File: config.mk
export PLATFORM = sky130hd
export DESIGN_NAME = bt_module_response_parser
export DESIGN_NICKNAME = d
export VERILOG_FILES = /design/src/sv/btrp_pkg.sv /design/src/sv/btrp_core.sv /design/src/sv/bt_module_response_parser.sv
export SDC_FILE = /design/constraint.sdc
export NUM_CORES = 1
export LEC_CHECK = 0
export ABC_CLOCK_PERIOD_IN_PS = 2950
export BUFFER_PORTS_ARGS = -buffer_cell sky130_fd_sc_hd__buf_2
export CAP_MARGIN = 20
export CORE_MARGIN = 3
export CORE_UTILIZATION = 57
export CTS_BUF_LIST = sky130_fd_sc_hd__clkbuf_8
export DETAILED_ROUTE_END_ITERATION = 10
export GPL_TIMING_DRIVEN = 0
export PLACE_DENSITY = 0.79
export SYNTH_ARGS = -nofsm -noshare
export SYNTH_HDL_FRONTEND = slang
export SYNTH_SLANG_ARGS = --single-unit
File: constraint.sdc
create_clock -name aclk -period 2.95 [get_ports aclk]
set_input_delay 0.885 -clock aclk [delete_from_list [all_inputs] [get_ports aclk]]
set_output_delay 0.885 -clock aclk [all_outputs]
set_load 0.02 [all_outputs]
File: src/sv/btrp_pkg.sv
// Shared types and character constants for the Bluetooth module response parser.
package btrp_pkg;

    // Parser states, one-hot coded.
    typedef enum logic [5:0] {
        ST_IDLE    = 6'b000001,
        ST_OKWAIT  = 6'b000010,
        ST_ERRTAG  = 6'b000100,
        ST_PLUSTAG = 6'b001000,
        ST_DATA    = 6'b010000,
        ST_SKIP    = 6'b100000
    } parse_state_t;

    // Event codes reported with each result.
    typedef enum logic [2:0] {
        EV_NONE         = 3'd0,
        EV_OK           = 3'd1,
        EV_ERROR        = 3'd2,
        EV_PAIR         = 3'd3,
        EV_INCOMING     = 3'd4,
        EV_CONNECTED    = 3'd5,
        EV_DISCONNECTED = 3'd6,
        EV_DATA         = 3'd7
    } event_t;

    // One result item as it leaves the parser core.
    typedef struct packed {
        event_t     event_res;
        logic [7:0] error_code;
        logic [7:0] payload_byte;
        logic       link_up;
        logic       parser_idle;
    } result_t;

    // Four-character tags, first received character in the top byte.
    localparam logic [31:0] TAG_ERR  = "RR=-";
    localparam logic [31:0] TAG_RSLE = "RSLE";
    localparam logic [31:0] TAG_RCOI = "RCOI";
    localparam logic [31:0] TAG_RCCR = "RCCR";
    localparam logic [31:0] TAG_RDII = "RDII";
    localparam logic [31:0] TAG_RDAI = "RDAI";

    // Single characters that steer the parser.
    localparam logic [7:0] CH_PLUS    = 8'h2B;
    localparam logic [7:0] CH_E       = 8'h45;
    localparam logic [7:0] CH_O       = 8'h4F;
    localparam logic [7:0] CH_K       = 8'h4B;
    localparam logic [7:0] CH_NEWLINE = 8'h0A;
    localparam logic [7:0] CH_COMMA   = 8'h2C;
    localparam logic [7:0] CH_ZERO    = 8'h30;

    // Number of characters in a tag and the length field layout.
    localparam logic [2:0] TAG_LEN     = 3'd4;
    localparam logic [2:0] PHASE_COMMA = 3'd3;
    localparam logic [2:0] PHASE_BODY  = 3'd4;

endpackage

File: src/sv/btrp_core.sv
// Parser state registers and the combinational next-state and result logic.
module btrp_core
    import btrp_pkg::*;
(
    input  logic       aclk,
    input  logic       aresetn,
    input  logic       step_en,
    input  logic [7:0] rx_byte,
    output result_t    result
);

    parse_state_t state_reg, state_next;
    logic [2:0]   tag_index_reg, tag_index_next;
    logic [7:0]   tag_buf_reg [4];
    logic [2:0]   length_phase_reg, length_phase_next;
    logic [9:0]   payload_left_reg, payload_left_next;
    logic         connected_reg, connected_next;

    logic         tag_wr;
    logic [31:0]  tag_word;
    logic [7:0]   digit;
    logic [9:0]   digit_term;
    logic [9:0]   left_dec;
    event_t       event_val;
    logic [7:0]   error_val;
    logic [7:0]   payload_val;

    // The stored tag as one word, first character in the top byte.
    assign tag_word = {tag_buf_reg[0], tag_buf_reg[1], tag_buf_reg[2], tag_buf_reg[3]};
    assign digit    = rx_byte - CH_ZERO;
    assign left_dec = payload_left_reg - 10'd1;

    // Weighted value of one length digit; only used when the digit is 0 to 9.
    always_comb begin
        case (length_phase_reg)
            3'd0:    digit_term = {6'b0, digit[3:0]} * 10'd100;
            3'd1:    digit_term = {6'b0, digit[3:0]} * 10'd10;
            default: digit_term = {6'b0, digit[3:0]};
        endcase
    end

    // Next state and result for the byte being consumed.
    always_comb begin
        state_next        = state_reg;
        tag_index_next    = tag_index_reg;
        length_phase_next = length_phase_reg;
        payload_left_next = payload_left_reg;
        connected_next    = connected_reg;
        tag_wr            = 1'b0;
        event_val         = EV_NONE;
        error_val         = 8'd0;
        payload_val       = 8'd0;

        case (state_reg)
            ST_OKWAIT: begin
                if (rx_byte == CH_K) begin
                    event_val = EV_OK;
                end
                state_next = ST_SKIP;
            end
            ST_ERRTAG: begin
                if (tag_index_reg < TAG_LEN) begin
                    tag_wr         = 1'b1;
                    tag_index_next = tag_index_reg + 3'd1;
                end else begin
                    if (tag_word == TAG_ERR) begin
                        event_val = EV_ERROR;
                        error_val = digit;
                    end
                    state_next = ST_SKIP;
                end
            end
            ST_PLUSTAG: begin
                if (tag_index_reg < TAG_LEN) begin
                    tag_wr         = 1'b1;
                    tag_index_next = tag_index_reg + 3'd1;
                end else begin
                    state_next = ST_SKIP;
                    if (tag_word == TAG_RSLE) begin
                        event_val = EV_PAIR;
                    end else if (tag_word == TAG_RCOI) begin
                        event_val = EV_INCOMING;
                    end else if (tag_word == TAG_RCCR) begin
                        event_val      = EV_CONNECTED;
                        connected_next = 1'b1;
                    end else if (tag_word == TAG_RDII) begin
                        event_val      = EV_DISCONNECTED;
                        connected_next = 1'b0;
                    end else if (tag_word == TAG_RDAI) begin
                        state_next        = ST_DATA;
                        length_phase_next = 3'd0;
                        payload_left_next = 10'd0;
                    end
                end
            end
            ST_DATA: begin
                if (length_phase_reg < PHASE_COMMA) begin
                    // One decimal digit of the length field.
                    if (digit > 8'd9) begin
                        state_next = ST_IDLE;
                    end else begin
                        payload_left_next = payload_left_reg + digit_term;
                    end
                    length_phase_next = length_phase_reg + 3'd1;
                end else if (length_phase_reg == PHASE_COMMA) begin
                    length_phase_next = PHASE_BODY;
                    if (rx_byte != CH_COMMA) begin
                        state_next = ST_IDLE;
                    end else if (payload_left_reg == 10'd0) begin
                        state_next = ST_SKIP;
                    end
                end else begin
                    // Payload byte passed through.
                    event_val         = EV_DATA;
                    payload_val       = rx_byte;
                    payload_left_next = left_dec;
                    if (left_dec == 10'd0) begin
                        state_next = ST_SKIP;
                    end
                end
            end
            ST_SKIP: begin
                if (rx_byte == CH_NEWLINE) begin
                    state_next = ST_IDLE;
                end
            end
            default: begin
                // Idle: look for the first character of a response.
                state_next = ST_IDLE;
                if (rx_byte == CH_PLUS) begin
                    state_next     = ST_PLUSTAG;
                    tag_index_next = 3'd0;
                end else if (rx_byte == CH_E) begin
                    state_next     = ST_ERRTAG;
                    tag_index_next = 3'd0;
                end else if (rx_byte == CH_O) begin
                    state_next = ST_OKWAIT;
                end
            end
        endcase
    end

    // Result of this byte, reported with the state it leaves behind.
    always_comb begin
        result.event_res    = event_val;
        result.error_code   = error_val;
        result.payload_byte = payload_val;
        result.link_up      = connected_next;
        result.parser_idle  = (state_next == ST_IDLE);
    end

    // Control state.
    always_ff @(posedge aclk) begin
        if (!aresetn) begin
            state_reg        <= ST_IDLE;
            tag_index_reg    <= 3'd0;
            length_phase_reg <= 3'd0;
            payload_left_reg <= 10'd0;
            connected_reg    <= 1'b0;
        end else if (step_en) begin
            state_reg        <= state_next;
            tag_index_reg    <= tag_index_next;
            length_phase_reg <= length_phase_next;
            payload_left_reg <= payload_left_next;
            connected_reg    <= connected_next;
        end
    end

    // Tag characters; a tag is compared only after all four are written.
    always_ff @(posedge aclk) begin
        if (step_en && tag_wr) begin
            tag_buf_reg[tag_index_reg[1:0]] <= rx_byte;
        end
    end

endmodule

File: src/sv/bt_module_response_parser.sv
// Top level of the Bluetooth module response parser with its stream ports.
//
// Takes one received character per input transfer and returns exactly one
// result transfer for it. A character passes an input register, then the
// parser updates its state and the result register in the same cycle, so the
// block sustains one character per clock while the result side does not
// stall. Both registers hold their contents while the result side stalls, and
// a new character is taken whenever the input register is empty or moving on.
// Results report the event code on m_tuser; link_up and parser_idle give the
// connection flag and parser state after that character.
module bt_module_response_parser
    import btrp_pkg::*;
(
    input  logic        aclk,
    input  logic        aresetn,
    input  logic        s_tvalid,
    output logic        s_tready,
    input  logic [7:0]  s_tdata,   // [7:0] rx_byte
    output logic        m_tvalid,
    input  logic        m_tready,
    output logic [23:0] m_tdata,   // [7:0] error_code, [15:8] payload_byte,
                                   // [16] link_up, [17] parser_idle, [23:18] zero
    output logic [2:0]  m_tuser    // [2:0] event_res
);

    logic       in_valid_reg, in_valid_next;
    logic [7:0] in_byte_reg;
    logic       out_valid_reg, out_valid_next;
    result_t    out_reg;
    result_t    core_result;
    logic       out_ready;
    logic       advance;
    logic       s_take;

    // Handshake: the result register frees up when empty or being drained.
    assign out_ready = !out_valid_reg || m_tready;
    assign advance   = in_valid_reg && out_ready;
    assign s_tready  = !in_valid_reg || out_ready;
    assign s_take    = s_tvalid && s_tready;

    btrp_core u_core (
        .aclk    (aclk),
        .aresetn (aresetn),
        .step_en (advance),
        .rx_byte (in_byte_reg),
        .result  (core_result)
    );

    // Valid flags of the two register stages.
    always_comb begin
        in_valid_next  = s_take ? 1'b1 : (advance ? 1'b0 : in_valid_reg);
        out_valid_next = advance ? 1'b1 : (m_tready ? 1'b0 : out_valid_reg);
    end

    always_ff @(posedge aclk) begin
        if (!aresetn) begin
            in_valid_reg  <= 1'b0;
            out_valid_reg <= 1'b0;
        end else begin
            in_valid_reg  <= in_valid_next;
            out_valid_reg <= out_valid_next;
        end
    end

    // Payload registers of the two stages.
    always_ff @(posedge aclk) begin
        if (s_take) begin
            in_byte_reg <= s_tdata;
        end
        if (advance) begin
            out_reg <= core_result;
        end
    end

    // Result transfer packing.
    assign m_tvalid = out_valid_reg;
    assign m_tuser  = out_reg.event_res;
    assign m_tdata  = {6'b0, out_reg.parser_idle, out_reg.link_up,
                       out_reg.payload_byte, out_reg.error_code};

endmodule

==> results of run 1 <==
layer usage:
layer	share of wire	wire length (um)	vias up
li1	-	-	2040
met1	0.42	5630	2053
met2	0.49	6430	190
met3	0.054	718	42
met4	0.036	473	0
met5	0	0	-
what timing repair did:
item                       4_1_cts  5_1_grt
setup buffers                   21        1
gates cloned                     0        0
pin swaps                       16       12
resized for setup               18       22
setup endpoints to repair        7        6
cells by family after synthesis:
| kind of cell | Yosys count | synth area share |
|---|---|---|
| buffers and inverters | 48 | 0.0477 |
| muxes | 1 | 0.00191 |
| adders and majority gates | 44 | 0.109 |
| and+or+nand+nor | 205 | 0.226 |
| xor gates and xnor gates | 15 | 0.0251 |
| AOI/OAI and AO/OA | 107 | 0.145 |
| other | 1 | 0.000715 |
| DFF | 86 | 0.445 |
through the flow:
stage	hold WS (ns)	util	area (um^2)	cells	power (mW)
4_1_cts	0.491	0.689	6090	691	2.66
5_1_grt	0.507	0.699	6190	691	2.75
3_5_place_dp	0.471	0.634	5610	655	1.60
6_report	0.502	0.699	6190	691	2.66
3_3_place_gp	0.449	0.632	5590	654	1.59
2_1_floorplan	0.441	-	5290	512	1.52
where the power goes:
| part | switching [mW] | leakage (nW) | internal [mW] |
|---|---|---|---|
| combinational | 0.168 | 1.51 | 0.127 |
| sequential | 0.0247 | 0.761 | 1.31 |
| clock | 0.459 | 0.122 | 0.574 |
| total | 0.652 | 2.40 | 2.01 |
how the worst max path moves through the flow:
stage	startpoint	endpoint	slack [ns]	cells after the start
6_report	in_byte_reg[0]	u_core.payload_left_reg[9]	-0.19	15
5_1_grt	in_byte_reg[1]	u_core.payload_left_reg[9]	-0.35	15
4_1_cts	in_byte_reg[1]	u_core.payload_left_reg[7]	-0.19	12
3_5_place_dp	in_byte_reg[1]	u_core.payload_left_reg[8]	-0.53	15
3_3_place_gp	in_byte_reg[1]	u_core.payload_left_reg[8]	-0.52	15
2_1_floorplan	in_byte_reg[3]	u_core.payload_left_reg[7]	-0.04	13
placed cells by master, fill, tap and decap left out, drive strengths merged, types with 21 or more instances in the layout:
master / synthesis / layout
buf: 8 / 65
edfxtp: 61 / 61
nor2: 51 / 51
ha: 41 / 41
inv: 26 / 29
nand2: 27 / 27
dfxtp: 25 / 25
a21oi: 24 / 24
o21ai: 24 / 24
clkbuf: 14 / 21
area by class of cell:
class	instances	area share
clock buffer	9	0.0200
timing repair buffer	57	0.0578
clock inverter	7	0.0204
tap	108	0.0218
buffer	20	0.0241
inverter	26	0.0158
sequential	86	0.378
multi-input combinational	378	0.462
==> qor.yml, run 1 <==
cells_and_area:
  fillers: 657
  multi_input_area_mm2: 0.00286
  drive_above_1_share: 0.225
  largest_reg_flops: 32
  insertedDiodeCount: 0
  nNetsFinal: 634
  register_area_mm2: 0.00234
  syn2layout_area_growth_pct: 18.0
synthesis:
  synth_seq_cells: 86
  syn_inst: 507
  ys_top_cells_by_count: "edfxtp_1, nor2_1, ha_1"
  synth_seq_area_share: 0.445
  ys_top_cells_by_area: "edfxtp_1, ha_1, dfxtp_1"
  synth-warning-count: 0
  ys_types: 77
  async_flop_share: 0
  synth_top_cell_by_area: "edfxtp_1"
  yosysTopAreaCellShare: 0.349
  synth_edf_count: 61
  synth.avg_cell_area_um2: 10.3
  synth_area_mm2: 0.00524
  synth-main-ff-cell: "edfxtp_1"
  post-synth-top-count-cell: "edfxtp_1"
power_and_ir_drop:
  peakVddDrop_mv: 0.280
  p_leak_nw: 2.40
  power_density_mw_per_mm2: 431
place:
  gp_congestion: 0.899
  port-buffer-count: 34
  dpl.hpwl_um: 9040
  place_ws_ns: -0.526
clock_tree:
  cts_buffer_depth: 2
  cts_buffers: 9
  hold_buffers: 0
  htree_levels: 3
  root_buffer: "clkbuf_8"
  cts_tree: "yes"
  clock-sinks: 86
  clk_latency_ns: 0.36
  clkTransAtPathRegs_ns: 0.09
setup_path:
  startpoint_type: "flip-flop"
  r2r_end: "u_core.payload_left_reg[9]"
  worstPathMaxFanout: 5
  r2r_slack_ns: -0.19
  cp_num_buf_inv: 3
  cp_top_family: "adder cells"
  worstSetupEndpointType: "flip-flop"
  r2r_start: "in_byte_reg[0]"
  slowest_stage: "edfxtp_1"
  required_ns: 3.21
  r2r_cells: 15
  worstSetupPathType: "reg2reg"
  cp_cell_sequence: "inv_2 > ha_4 > ha_4 > inv_2 > fa_1 > inv_1 > a32oi_1 > nor2_1 > ha_1 > o21ai_2 > o31a_1 > a31o_2 > o21ai_1 > nor3b_2 > o21ai_2"
  cp.arrival_ns: 3.40
  max_stage_delay_ns: 0.51
grt:
  grt_use_met3: 0.0444
  grt_use_total: 0.259
  grt_pass1_wl_um: 20800
  antenna_found_initial: 0
  overflow: 0
  first_global_vias: 4209
  grt_max_degree: 21
  grt.met1_usage: 0.329
  met2_usage: 0.438
  grt_busiest_layer: "met2"
sta:
  fin_ws_ns: -0.190
  rsz0062_at_grt: "yes"
  finalMaxSlewViolations: 0
  tns_ns: -0.498
  tightest_slew_ns: 0.890
  setup_viol: 3
  min_period_ns: 3.14
  slew_headroom: 0.401
  timing.final.crit_share: 1.06
  max_freq_mhz: 318
  finClkSkew_ns: 0.0112
  final-hold-violation-count: 0
drt:
  via_count: 4325
  dr.pass1.iters: 6
  drt_iter0_drc: 328
  drc: 0
  viasPerCell: 6.26
  wl_per_cell_um: 19.2
  drt_wl_total_um: 13200
  drtAntennaViolNets: 0
floorplanning:
  fp-row-count: 34
  die_h_um: 102
  pin_count: 41
  core_area_mm2: 0.00885
  die-area_mm2: 0.0104
  initial_core_util: 0.592
  fp.dieW_um: 102
hold_path:
  hp-class: "reg2reg"
  min_to: "u_core.connected_reg"
  worstHoldPathCells: 1
  holdCritStartpoint: "u_core.connected_reg"
status:
  violations: "setup timing"
  status: "finished with violations"
job:
  cap_violations: 0
No activity file was read; power rests on OpenSTA's default activity.
==> inputs of run 2 (changes only) <==
Settings changed: CORE_ASPECT_RATIO from default to 0.75, SETUP_SLACK_MARGIN from default to 0.02.
==> run 2 against run 1 <==
Net effect:
- the run still ends with setup timing left
- critical path depth down 1
- design area down 1.3%
- hold slack worse by 0.013 ns
- register-to-register slack about the same
- combinational power up 3%
- utilization up 0.23 points
- sequential power about the same
- sequential share of layout area up 0.42 points
- via count down 0.79%
- highest routed layer unchanged
==> qor.yml, run 2 (same netlist as run 1, synthesis figures left out) <==
setup_path:
  cp-startpoint: "in_byte_reg[1]"
  cp_top_family: "adder cells"
  cp.arrival_ns: 3.41
  r2r_start: "in_byte_reg[1]"
  cp_cell_sequence: "inv_4 > ha_4 > ha_4 > inv_2 > fa_1 > xor2_1 > nor2_1 > ha_1 > inv_1 > o31a_1 > a31o_2 > o21ai_1 > nor3b_2 > o21ai_2"
  cp_num_buf_inv: 3
  max_stage_delay_ns: 0.55
  slowest_stage: "edfxtp_1"
  worstPathMaxFanout: 4
  required_ns: 3.21
  crit_top_cell: "ha_4"
  worstSetupPathType: "reg2reg"
  startpoint_type: "flip-flop"
  worstSetupEndpointType: "flip-flop"
sta:
  tightest_slew_ns: 0.924
  rsz0062_at_grt: "yes"
  final-hold-violation-count: 0
  slew_headroom: 0.378
  timing.final.crit_share: 1.07
  min_period_ns: 3.15
  finClkSkew_ns: 0.0116
  hold_slack_ns: 0.489
  max_freq_mhz: 318
  setup_viol: 3
  fin_ws_ns: -0.198
  finalMaxSlewViolations: 0
cells_and_area:
  insertedDiodeCount: 0
  drive_above_1_share: 0.221
  syn2layout_area_growth_pct: 16.5
  final_cell_mix: "edfxtp_1, nor2_1, buf_2"
  largest_reg_flops: 32
  finalNonFillerCells: 687
  nNetsFinal: 630
  postLayoutCellArea_mm2: 0.00611
  final_common_cell: "edfxtp_1"
  fillers: 622
place:
  port-buffer-count: 34
  gp_congestion: 0.936
  place_area_mm2: 0.00561
  dpl.hpwl_um: 9360
  dp.cells: 655
floorplanning:
  die-area_mm2: 0.0104
  core_area_mm2: 0.00871
  fp.dieW_um: 117
  die_h_um: 89.1
  initial_core_util: 0.602
  fp-row-count: 29
  pin_count: 41
drt:
  dr.pass1.iters: 5
  viasPerCell: 6.25
  drtAntennaViolNets: 0
  wl_per_cell_um: 19.4
  drc: 0
  drt_wl_total_um: 13300
  via_count: 4291
  drt_iter0_drc: 496
power_and_ir_drop:
  p_switching_uw: 620
  peakVddDrop_mv: 0.325
  power.share.sequential: 0.540
  total_power_mw: 2.47
  p_clk_frac: 0.337
  p_sw_frac: 0.251
  combinationalPowerShare: 0.123
  power_density_mw_per_mm2: 405
  p_leak_nw: 2.35
  intPower_mw: 1.85
clock_tree:
  htree_levels: 3
  clock-sinks: 86
  clk_latency_ns: 0.37
  cts_buffers: 9
  cts_tree: "yes"
  hold_buffers: 0
  cts_buffer_depth: 2
  clkTransAtPathRegs_ns: 0.08
  root_buffer: "clkbuf_8"
hold_path:
  hp-class: "reg2reg"
  holdCritStartpoint: "u_core.connected_reg"
grt:
  overflow: 0
  antenna_found_initial: 0
  first_global_vias: 4106
  grt_pass1_wl_um: 21100
  grt_max_degree: 21
  grt_use_total: 0.268
status:
  status: "finished with violations"
  violations: "setup timing"
job:
  cap_violations: 0
run 2: changes by cell type in the layout (fill, tap and decap cells not counted), sizes merged:
cell,before,now
buf,65,61
bufinv,3,1
clkbuf,21,22
clkinv,0,3
inv,29,27
run 2: worst paths after layout:
kind	endpoint	slack [ns]	cells past startpoint
hold reg to reg	u_core.connected_reg	0.49	1
hold / removal	u_core.connected_reg	0.49	1
setup / recovery	u_core.payload_left_reg[9]	-0.20	14
setup reg to reg	u_core.payload_left_reg[9]	-0.20	14
run 2: layer usage:
metal  vias to the layer above  GRT usage  routed length (um)
met2                       228      0.398                5770
met3                        15     0.0812                1300
met5                         -          0                   0
met4                         0     0.0865                 145
met1                      2008      0.377                6090
li1                       2040          -                   -
run 2: what timing repair did:
action                     CTS  global route
pin swaps                   12            12
setup endpoints to repair    7             8
setup buffers               14             4
resized for setup           24            16
run 2: power groups by stage:
stage / logic [mW] / registers, mW / clock network (mW)
after floorplan: 0.148 / 1.38 / 0
after global placement: 0.217 / 1.37 / 0
after detailed placement: 0.227 / 1.37 / 0
after global routing: 0.331 / 1.34 / 0.903
after CTS: 0.278 / 1.34 / 0.846
final: 0.304 / 1.34 / 0.833
run 2: cell type report:
| cell class | instances | area (um^2) | area share |
|---|---|---|---|
| buffer | 20 | 146 | 0.0240 |
| clock buffer | 10 | 138 | 0.0225 |
| clock inverter | 6 | 62.6 | 0.0102 |
| inverter | 26 | 100 | 0.0164 |
| multi-input combinational | 378 | 2870 | 0.469 |
| sequential | 86 | 2330 | 0.382 |
| tap | 108 | 135 | 0.0221 |
| timing repair buffer | 53 | 328 | 0.0537 |
run 2: stage by stage:
stage,setup slack [ns],setup TNS [ns],utilization
floorplan,-0.0381,-0.0705,-
global placement,-0.816,-3.55,0.642
detailed placement,-0.667,-2.05,0.644
CTS,-0.136,-0.362,0.692
global route,-0.295,-0.874,0.701
finish,-0.198,-0.552,0.701
